[src/hw/rtl/mbec_pkg.sv]
// shared types, constants and helpers for the escape-time counter
// no dependencies; imported by every module of the block
package mbec_pkg;

  localparam int unsigned FRAC_BITS    = 28;
  localparam int unsigned IMAGE_WIDTH  = 800;
  localparam int unsigned IMAGE_HEIGHT = 600;

  localparam logic signed [31:0] XMIN_RESET = -32'sd536870912;
  localparam logic signed [31:0] YMIN_RESET = -32'sd402653184;
  localparam logic [30:0] XSTEP_RESET = 31'((64'd4 << FRAC_BITS) / IMAGE_WIDTH);
  localparam logic [30:0] YSTEP_RESET = 31'((64'd3 << FRAC_BITS) / IMAGE_HEIGHT);
  localparam logic [7:0]  MAXSTEPS_RESET = 8'd30;

  // |z|^2 limit of 4 in unsigned Q9.56
  localparam logic [64:0] ESCAPE_LIMIT = 65'd4 << (2 * FRAC_BITS);

  localparam int unsigned CfgIdxW = 3;
  localparam logic [CfgIdxW-1:0] CFG_X_MIN     = 3'd0;
  localparam logic [CfgIdxW-1:0] CFG_Y_MIN     = 3'd1;
  localparam logic [CfgIdxW-1:0] CFG_X_STEP    = 3'd2;
  localparam logic [CfgIdxW-1:0] CFG_Y_STEP    = 3'd3;
  localparam logic [CfgIdxW-1:0] CFG_MAX_STEPS = 3'd4;

  typedef struct packed {
    logic signed [31:0] x_min;
    logic signed [31:0] y_min;
    logic [30:0]        x_step;
    logic [30:0]        y_step;
    logic [7:0]         max_steps;
  } cfg_t;

  // clamp a wide signed value to the signed 32-bit range
  function automatic logic signed [31:0] sat32(input logic signed [43:0] v);
    logic signed [31:0] r;
    if (v > 44'sd2147483647) begin
      r = 32'sh7FFF_FFFF;
    end else if (v < -44'sd2147483648) begin
      r = 32'sh8000_0000;
    end else begin
      r = v[31:0];
    end
    return r;
  endfunction

endpackage

[src/hw/rtl/mbec_mul.sv]
// shared signed 32x32 multiplier with a registered 64-bit product
// depends on mbec_pkg
module mbec_mul
  import mbec_pkg::*;
(
  input  logic               clk_i,
  input  logic               rst_ni,
  input  logic signed [31:0] op_a_i,
  input  logic signed [31:0] op_b_i,
  output logic signed [63:0] prod_o
);

  logic signed [63:0] a_ext;
  logic signed [63:0] b_ext;
  logic signed [63:0] prod_d;
  logic signed [63:0] prod_q;

  assign a_ext  = {{32{op_a_i[31]}}, op_a_i};
  assign b_ext  = {{32{op_b_i[31]}}, op_b_i};
  assign prod_d = a_ext * b_ext;

  always_ff @(posedge clk_i or negedge rst_ni) begin
    if (!rst_ni) begin
      prod_q <= '0;
    end else begin
      prod_q <= prod_d;
    end
  end

  assign prod_o = prod_q;

endmodule

[src/hw/rtl/mbec_cfg.sv]
// view and limit registers written through the plain config port
// depends on mbec_pkg
module mbec_cfg
  import mbec_pkg::*;
(
  input  logic               clk_i,
  input  logic               rst_ni,
  input  logic               cfg_we_i,
  input  logic [CfgIdxW-1:0] cfg_idx_i,
  input  logic [31:0]        cfg_data_i,
  output cfg_t               cfg_o
);

  cfg_t cfg_d;
  cfg_t cfg_q;

  always_comb begin
    cfg_d = cfg_q;
    if (cfg_we_i) begin
      case (cfg_idx_i)
        CFG_X_MIN:     cfg_d.x_min     = cfg_data_i;
        CFG_Y_MIN:     cfg_d.y_min     = cfg_data_i;
        CFG_X_STEP:    cfg_d.x_step    = cfg_data_i[30:0];
        CFG_Y_STEP:    cfg_d.y_step    = cfg_data_i[30:0];
        CFG_MAX_STEPS: cfg_d.max_steps = cfg_data_i[7:0];
        default:       cfg_d = cfg_q;  // unknown index is dropped
      endcase
    end
  end

  always_ff @(posedge clk_i or negedge rst_ni) begin
    if (!rst_ni) begin
      cfg_q.x_min     <= XMIN_RESET;
      cfg_q.y_min     <= YMIN_RESET;
      cfg_q.x_step    <= XSTEP_RESET;
      cfg_q.y_step    <= YSTEP_RESET;
      cfg_q.max_steps <= MAXSTEPS_RESET;
    end else begin
      cfg_q <= cfg_d;
    end
  end

  assign cfg_o = cfg_q;

endmodule

[src/hw/rtl/mandelbrot_escape_count.sv]
// Mandelbrot escape-time counter: takes a pixel beat, returns its iteration count.
// Channels: s_axis (pixel in), m_axis (count out), plain config write port.
// Each pixel is mapped to c = (x_min + px*x_step, y_min + py*y_step) in signed
// Q4.28, saturated, then z = z^2 + c runs from z = 0 until |z|^2 > 4 or the
// count reaches max_steps. inside_res is set when the count equals max_steps.
// One signed 32x32 multiplier with a registered product is shared by all work:
// coordinate mapping (MX, MY, CI), then per iteration a*a, b*b, a*b and the update
// (AA, BB, AB, UPD), a last escape check (AA, BB, AB) and a hand-off in DONE.
// s_axis_tready rises again in the same cycle that the result enters the output
// register, so a new pixel is taken only after the last one has been handed off.
// The result sits in an output register: a new pixel is accepted while it
// waits. If m_axis stalls with a result still held, the next finished pixel
// waits in the done state and no new pixel is taken until the slot frees.
// Reset restores the default view (-2.0, -1.5, 4.0/800, 3.0/600, limit 30) and
// empties the output register. User must write config only while idle; not enforced.
// depends on mbec_pkg, mbec_cfg, mbec_mul
module mandelbrot_escape_count
  import mbec_pkg::*;
(
  input  logic               clk_i,
  input  logic               rst_ni,
  input  logic               cfg_we_i,
  input  logic [CfgIdxW-1:0] cfg_idx_i,
  input  logic [31:0]        cfg_data_i,
  input  logic               s_axis_tvalid,
  output logic               s_axis_tready,
  input  logic [23:0]        s_axis_tdata,   // pixel_x[9:0], pixel_y[19:10], zero pad
  output logic               m_axis_tvalid,
  input  logic               m_axis_tready,
  output logic [15:0]        m_axis_tdata    // step_count[7:0], inside_res[8], zero pad
);

  localparam logic [3:0] S_IDLE = 4'd0;
  localparam logic [3:0] S_MX   = 4'd1;
  localparam logic [3:0] S_MY   = 4'd2;
  localparam logic [3:0] S_CI   = 4'd3;
  localparam logic [3:0] S_AA   = 4'd4;
  localparam logic [3:0] S_BB   = 4'd5;
  localparam logic [3:0] S_AB   = 4'd6;
  localparam logic [3:0] S_UPD  = 4'd7;
  localparam logic [3:0] S_DONE = 4'd8;

  cfg_t cfg;

  logic [3:0] state_d, state_q;
  logic [9:0] px_d, px_q, py_d, py_q;
  logic signed [31:0] cr_d, cr_q, ci_d, ci_q;
  logic signed [31:0] a_d, a_q, b_d, b_q;
  logic signed [63:0] aa_d, aa_q, diff_d, diff_q;
  logic [7:0] steps_d, steps_q;
  logic       out_valid_d, out_valid_q;
  logic [7:0] out_cnt_d, out_cnt_q;
  logic       out_inside_d, out_inside_q;

  logic signed [31:0] op_a, op_b;
  logic signed [63:0] prod;
  logic signed [43:0] map_x_sum, map_y_sum, re_sum, im_sum;
  logic [64:0]        mag;
  logic               in_beat, out_free;

  mbec_cfg u_cfg (
    .clk_i      (clk_i),
    .rst_ni     (rst_ni),
    .cfg_we_i   (cfg_we_i),
    .cfg_idx_i  (cfg_idx_i),
    .cfg_data_i (cfg_data_i),
    .cfg_o      (cfg)
  );

  mbec_mul u_mul (
    .clk_i  (clk_i),
    .rst_ni (rst_ni),
    .op_a_i (op_a),
    .op_b_i (op_b),
    .prod_o (prod)
  );

  assign s_axis_tready = (state_q == S_IDLE);
  assign in_beat       = s_axis_tvalid && s_axis_tready;
  assign out_free      = !out_valid_q || m_axis_tready;

  // multiplier operand select
  always_comb begin
    case (state_q)
      S_MX: begin
        op_a = {22'd0, px_q};
        op_b = {1'b0, cfg.x_step};
      end
      S_MY: begin
        op_a = {22'd0, py_q};
        op_b = {1'b0, cfg.y_step};
      end
      S_AA: begin
        op_a = a_q;
        op_b = a_q;
      end
      S_BB: begin
        op_a = b_q;
        op_b = b_q;
      end
      default: begin
        op_a = a_q;
        op_b = b_q;
      end
    endcase
  end

  // mapping product is below 2^41
  assign map_x_sum = {{12{cfg.x_min[31]}}, cfg.x_min} + {3'd0, prod[40:0]};
  assign map_y_sum = {{12{cfg.y_min[31]}}, cfg.y_min} + {3'd0, prod[40:0]};
  // floor shifts by taking the upper bits of the signed words
  assign re_sum = {{8{diff_q[63]}}, diff_q[63:28]} + {{12{cr_q[31]}}, cr_q};
  assign im_sum = {{7{prod[63]}}, prod[63:27]} + {{12{ci_q[31]}}, ci_q};
  // squares are never negative
  assign mag    = {1'b0, aa_q} + {1'b0, prod};

  always_comb begin
    state_d      = state_q;
    px_d         = px_q;
    py_d         = py_q;
    cr_d         = cr_q;
    ci_d         = ci_q;
    a_d          = a_q;
    b_d          = b_q;
    aa_d         = aa_q;
    diff_d       = diff_q;
    steps_d      = steps_q;
    out_valid_d  = out_valid_q && !m_axis_tready;
    out_cnt_d    = out_cnt_q;
    out_inside_d = out_inside_q;
    case (state_q)
      S_IDLE: begin
        if (in_beat) begin
          px_d    = s_axis_tdata[9:0];
          py_d    = s_axis_tdata[19:10];
          state_d = S_MX;
        end
      end
      S_MX: state_d = S_MY;
      S_MY: begin
        cr_d    = sat32(map_x_sum);
        state_d = S_CI;
      end
      S_CI: begin
        ci_d    = sat32(map_y_sum);
        a_d     = '0;
        b_d     = '0;
        steps_d = '0;
        state_d = S_AA;
      end
      S_AA: state_d = S_BB;
      S_BB: begin
        aa_d    = prod;
        state_d = S_AB;
      end
      S_AB: begin
        diff_d = aa_q - prod;
        // z from the previous update escapes, or the limit is reached
        if ((mag > ESCAPE_LIMIT) || (steps_q == cfg.max_steps)) begin
          state_d = S_DONE;
        end else begin
          state_d = S_UPD;
        end
      end
      S_UPD: begin
        a_d     = sat32(re_sum);
        b_d     = sat32(im_sum);
        steps_d = steps_q + 8'd1;
        state_d = S_AA;
      end
      S_DONE: begin
        if (out_free) begin
          out_valid_d  = 1'b1;
          out_cnt_d    = steps_q;
          out_inside_d = (steps_q == cfg.max_steps);
          state_d      = S_IDLE;
        end
      end
      default: state_d = S_IDLE;
    endcase
  end

  always_ff @(posedge clk_i or negedge rst_ni) begin
    if (!rst_ni) begin
      state_q     <= S_IDLE;
      out_valid_q <= 1'b0;
    end else begin
      state_q     <= state_d;
      out_valid_q <= out_valid_d;
    end
  end

  always_ff @(posedge clk_i) begin
    px_q         <= px_d;
    py_q         <= py_d;
    cr_q         <= cr_d;
    ci_q         <= ci_d;
    a_q          <= a_d;
    b_q          <= b_d;
    aa_q         <= aa_d;
    diff_q       <= diff_d;
    steps_q      <= steps_d;
    out_cnt_q    <= out_cnt_d;
    out_inside_q <= out_inside_d;
  end

  assign m_axis_tvalid = out_valid_q;
  assign m_axis_tdata  = {7'd0, out_inside_q, out_cnt_q};

  a_accept_starts_map: assert property (
    @(posedge clk_i) disable iff (!rst_ni)
    in_beat |=> (state_q == S_MX)
  ) else $error("accepted pixel did not start coordinate mapping");

  a_result_from_done: assert property (
    @(posedge clk_i) disable iff (!rst_ni)
    $rose(out_valid_q) |-> ($past(state_q) == S_DONE)
  ) else $error("result appeared without a finished pixel");

  a_done_hands_off: assert property (
    @(posedge clk_i) disable iff (!rst_ni)
    (state_q == S_DONE && out_free) |=> (out_valid_q && state_q == S_IDLE)
  ) else $error("finished pixel was not moved to the output register");

endmodule

[config.mk]
export PLATFORM = sky130hd
export DESIGN_NAME = mandelbrot_escape_count
export DESIGN_NICKNAME = d
export VERILOG_FILES = /design/src/hw/rtl/mbec_pkg.sv /design/src/hw/rtl/mbec_mul.sv /design/src/hw/rtl/mbec_cfg.sv /design/src/hw/rtl/mandelbrot_escape_count.sv
export SDC_FILE = /design/constraint.sdc
export NUM_CORES = 2
export LEC_CHECK = 0
export BUFFER_PORTS_ARGS = -buffer_cell sky130_fd_sc_hd__buf_4
export CAP_MARGIN = 20
export CORE_UTILIZATION = 45
export DETAILED_ROUTE_END_ITERATION = 12
export PLACE_DENSITY = 0.67
export RECOVER_POWER = 50
export SLEW_MARGIN = 20
export SYNTH_ARGS = -nofsm -noshare
export SYNTH_HDL_FRONTEND = slang
export SYNTH_SLANG_ARGS = --single-unit
[constraint.sdc]
create_clock -name clk_i -period 33.7 [get_ports clk_i]
set_clock_uncertainty 0.15 [all_clocks]
set_input_delay 6.74 -clock clk_i [delete_from_list [all_inputs] [get_ports clk_i]]
set_output_delay 6.74 -clock clk_i [all_outputs]
set_load 0.03 [all_outputs]
* Word level (Yosys, flattened, before mapping)
Cells that the tools add are included.
** Word-level totals
- Logic and storage cells :: 86
- Output and inout port bits :: 18
- Flip-flop bits (word level) :: 496
- Input bits :: 64
** Operators by class
- $lt $le $gt $ge :: 9
- Equality and inequality tests :: 15
- Muxes and demuxes :: 17
- Add/sub/neg operators :: 7
- Multiply operators :: 1
- Reduce and logical (&&, ||, !) cells :: 18
** Operators with widths (count)
- 32-bit two-way mux :: 6
- 32-bit one-hot mux with 3 select lines :: 2
- 32-bit one-hot mux with 2 select lines :: 2
- 32-bit by 42-bit adder with 43-bit output :: 2
- 43-bit by 32-bit greater-than comparator with 1-bit output, second input constant :: 2
- 43-bit by 32-bit < comparator with 1-bit output, second input constant :: 2
- 64-bit by 64-bit adder with 65-bit output :: 1
- 65-bit by 59-bit greater-than comparator with 1-bit output, second input constant :: 1
- 32-bit by 32-bit multiplier with 64-bit output :: 1
- 64-bit subtractor :: 1
- 37-bit by 32-bit adder with 38-bit output :: 1
- 38-bit by 32-bit greater-than comparator with 1-bit output, second input constant :: 1
- 38-bit by 32-bit < comparator with 1-bit output, second input constant :: 1
- 36-bit by 32-bit adder with 37-bit output :: 1
- 37-bit by 32-bit greater-than comparator with 1-bit output, second input constant :: 1
- 37-bit by 32-bit < comparator with 1-bit output, second input constant :: 1
- 4-bit one-hot mux with 8 select lines :: 1
- 4-bit by 3-bit equality test with 1-bit output, second input constant :: 4
- 8-bit one-hot mux with 2 select lines :: 1
- 2-bit AND reduction :: 8
- 4-bit two-way mux :: 3
- 8-bit by 1-bit adder with 8-bit output, second input constant :: 1
- 4-bit by 2-bit equality test with 1-bit output, second input constant :: 2
- 8-bit equality test :: 1
- other kinds (15) :: 20

* Depth between registers and ports, before layout
- Depth in word-level cells :: 5
- Depth in mapped cells :: 39
- Mapped depth without buffers :: 36

* Modules after synthesis
From an unflattened synthesis, not the netlist that was laid out.
** Second synthesis, totals
- Cells, all modules :: 7355
- Area, all modules :: 70121.0 um^2
** Modules (own cells, without submodules)
- mbec_mul :: instances 1, cells each 3923, area each 37762.5 um^2, sequential area each 1601.5 um^2
- mandelbrot_escape_count :: instances 1, cells each 3145, area each 27263.6 um^2, sequential area each 8082.8 um^2
- mbec_cfg :: instances 1, cells each 287, area each 5094.9 um^2, sequential area each 3394.5 um^2

* Least setup slack after synthesis
OpenSTA, ideal clock, no wires.
- Kind :: register -> register
- From :: reg state_q[3]
- To :: reg u_mul.prod_q[63] (netlist: u_mul.prod_o[63])
- Arrival :: 11.254 ns
- Clock period less this slack :: 11.484 ns
- Buffers on the path :: 5
- Required time :: 33.470 ns
- Stages on the path, launching flop included :: 34
- Setup time :: 0.080 ns
- Setup slack :: 22.216 ns
- Cell sequence :: dfrtp_1 -> clkbuf_1 -> nand2b_1 -> nor2_1 -> clkbuf_1 -> clkbuf_1 -> buf_1 -> a22oi_1 -> clkbuf_1 -> nor2_1 -> fa_1 -> inv_1 -> fa_1 -> fa_1 -> fa_1 -> inv_1 -> fa_1 -> fa_1 -> fa_1 -> fa_1 -> ha_1 -> a21o_1 -> a21o_1 -> a2111oi_0 -> o22ai_1 -> a31oi_1 -> o21ba_2 -> a31oi_1 -> a31o_2 -> a41oi_1 -> nand4b_1 -> a311o_1 -> a21oi_1 -> xnor2_1
** Between the ends
- Longest elaborated chain between the ends :: 3
- Elaborated cells between the ends (all ways) :: 7
- Classes of those cells :: 1 x mul; 4 x eq/ne; 2 x mux
** Ends and longest elaborated chain
- start, declared :: RTL line mandelbrot_escape_count.sv:45 : logic [3:0] state_d, state_q;
- start signal, assigned :: RTL line mandelbrot_escape_count.sv:188 : state_q <= state_d;
- 4-bit by 3-bit equality test with 1-bit output, or another cell as far along :: RTL line mandelbrot_escape_count.sv:84 : case (state_q)
- 32-bit one-hot mux with 3 select lines :: RTL line mandelbrot_escape_count.sv:84
- 32-bit by 32-bit multiplier with 64-bit output (*) :: RTL line mbec_mul.sv:20 : assign prod_d = a_ext * b_ext;
- net u_mul.prod_d[63] :: RTL line mbec_mul.sv:15 : logic signed [63:0] prod_d;
- end signal, assigned :: RTL line mbec_mul.sv:26 : prod_q <= prod_d;
- end, declared :: RTL line mbec_mul.sv:16 : logic signed [63:0] prod_q;
The timed path passes the listed nets; every way through them passes the cells marked *.
A chain may end at the register's enable or synchronous reset.

* Worst setup path in the final report
- From :: reg state_q[0]
- To :: reg u_mul.prod_q[62] (netlist: u_mul.prod_o[62])
Same word-level chain as after synthesis.

==> out/metrics.csv <==
metric,value,unit
status,finished with violations,
failed_checks,"capacitance limit, slew limit",
nFillCells,13840,
drive_above_1_share,0.07458,
clkSinkCount,468,
cts_setup_buffers,0,
antenna_found_initial,10,
synth-main-ff-cell,edfxtp_1,
setup.worst_path.end,u_mul.prod_o[62],
fin_crit,17580,ps
ant_nets,0,
numCtsBuffers,50,
grt_pass1_wl,336000,um
dr.pass1.iters,6,
dr_total_vias,53920,
clock-root-buffer,clkbuf_16,
final_nets,8725,
rsz0062_at_grt,false,
tightest_slew,4715,ps
arrival,17920,ps
post-route-period-util,0.5218,
crit_path_start,state_q[0],
avgRoutedWirePerCell,24.38,um
initial_core_util,0.4556,
crit_path_start_kind,flip-flop,
hp-class,reg -> reg,
critPathMaxStageDelay,2260,ps
worstSkewPairLatency,620,ps
grt_pass1_vias,54440,
cts.clk_slew.worst_paths,60,ps
gr-usage-all-layers,0.2951,
die_h,389.6,um
wl,223200,um
die_area,151800,sq um
cts_hold_buf,0,
grtUsageMet3,0.06641,
cts_tree,yes,
syn_area_per_cell,9.429,sq um
synth_top_area_cell,fa_1,
drt-initial-drc-count,5234,
crit_required,34030,ps
globalplace.congestion,1.018,
setup_viol,0,
synth_area_leaders,"fa_1 (32%), edfxtp_1 (12%), ha_1 (8.7%), inv_1 (6.4%), dfrtp_1 (6.3%)",
ys_types,102,
postCtsResizedCells,0,
grt.busiest_layer,met2,
ys_seq_area_frac,0.1935,
core_area,148400,sq um
grt_start_max_net_pins,83,
htree_levels,2,
drc,0,
maxSlewViolCount,495,
reg2reg_to,u_mul.prod_o[62],
grt_remaining_overflow,0,
worst_path_most_repeated_cell,fa_1,
grtUsageMet2,0.4691,
mostFrequentLayoutCells,"inv_1 (1144), fa_1 (1087), nor2_1 (725)",
hold_viol,0,
crit_type,reg -> reg,
reg2reg_slack,16120,ps
yosys.area.top_type_share,0.3219,
cp_slowest_cell,clkbuf_1,
r2r_cells,31,
yosys_warnings,0,
ys_ff_latch,468,
io_buffers,70,
via_per_inst,5.889,
relSlewSlack,-2.144,
io_pins,82,
clock.fmax,0.05687,GHz
setup_tns,0,ps
cap_violations,12,
synth_edf_count,265,
clk_path_buf_depth,3,
cp_max_fo,59,
synth_area,67600,sq um
synthArstFlopShare,0.4338,
dp_hpwl,176900,um
final_common_cell,inv_1,
cp-end-kind,flip-flop,
grt_use_met1,0.3930,
syn2layout_area_growth,6.615,%
r2r_start,state_q[0],
die_x,389.6,um
row_count,141,
syn_inst,7169,
-- synthesized netlist by cell type (36+ instances only) --
master and count:
inv_1 1144, fa_1 1087, nor2_1 728, nand2_1 709, ha_1 469, a21oi_1 375
clkbuf_1 292, edfxtp_1 265, o21ai_0 219, dfrtp_1 170, xnor2_1 170, a21o_1 160
mux2_2 140, xor2_1 96, nand3_1 82, o21bai_1 79, nand4_1 62, nor3_1 57
nand2b_1 56, o21a_1 52, nor4_1 48, nor2b_1 39, o31ai_1 37, a31oi_1 36
-- metal layers --
metal / vias up / wire (um)
li1: 23350 / -
met1: 27620 / 89990
met2: 2437 / 102000
met3: 503 / 21310
met4: 12 / 9807
met5: - / 76
-- state kept, by name, summed over array words and instances, names as in the netlist --
register,cells
u_cfg.cfg_o,134
a_q,32
aa_q,64
cr_q,32
steps_q,8
py_q,10
px_q,10
ci_q,32
out_inside_q,1
b_q,32
u_mul.prod_o,64
m_axis_tvalid,1
diff_q,36
state_q,4
out_cnt_q,8
-- cells by family (layout without fill, tap and decap cells) --
kind of cell    after synthesis  in the layout  share of synthesized area
other cells                   1             15                 0.00005548
xor+xnor                    266            266                    0.03446
simple gates               1941           1941                     0.1263
buf+inv                    1480           1452                    0.08357
mux                         152            152                    0.02510
compound gates             1305           1305                     0.1283
flops                       468            468                     0.1935
fa+ha+maj                  1556           1556                     0.4087
-- worst min-delay path by stage --
stage                     start         endpoint  slack [ps]  cells after the start
3_5_place_dp    u_cfg.cfg_o[16]  u_cfg.cfg_o[16]         340                      1
6_report        u_cfg.cfg_o[32]  u_cfg.cfg_o[32]         360                      1
5_1_grt         u_cfg.cfg_o[68]  u_cfg.cfg_o[68]         380                      1
4_1_cts         u_cfg.cfg_o[16]  u_cfg.cfg_o[16]         360                      1
2_1_floorplan  u_mul.prod_o[63]         aa_q[63]         300                      0
3_3_place_gp    u_cfg.cfg_o[64]  u_cfg.cfg_o[64]         340                      1
-- worst max-delay path, delay by kind of cell, from the launching register on --
kind	cells	cell delay (ps)
flip-flops	1	540
buffers and inverters	9	7920
adder cells (fa/ha/maj)	9	5030
AND/OR/NAND/NOR	5	1380
AO/OA/AOI/OAI	7	2100
XOR/XNOR	1	160
-- final cells by class --
type	count	area [sq um]	share of cell area
repair buffers	212	1511	0.02097
inverters	1146	4302	0.05969
multi-input cells	5227	49040	0.6805
clock buffers	67	1365	0.01894
flip-flops and latches	468	13080	0.1815
diodes	8	20.02	0.0002778
clock inverters	27	247.7	0.003438
well taps	2002	2505	0.03476
-- metrics by stage --
| step | hold slack, ps | area [sq um] | cells | worst slack [ps] | util |
|---|---|---|---|---|---|
| global placement | 338.1 | 70560 | 9053 | 21150 | 0.4756 |
| detailed placement | 343.8 | 70590 | 9054 | 21060 | 0.4758 |
| floorplan | 304.6 | 67620 | 7175 | 22220 | - |
| global route | 376.3 | 72050 | 9149 | 15460 | 0.4856 |
| finish | 359.3 | 72070 | 9157 | 16120 | 0.4857 |
| CTS | 357.8 | 72200 | 9148 | 20990 | 0.4866 |
Power is left out: the tool's default activity adds up to more than one toggle a clock period on the data nets, which glitch-free logic cannot reach.
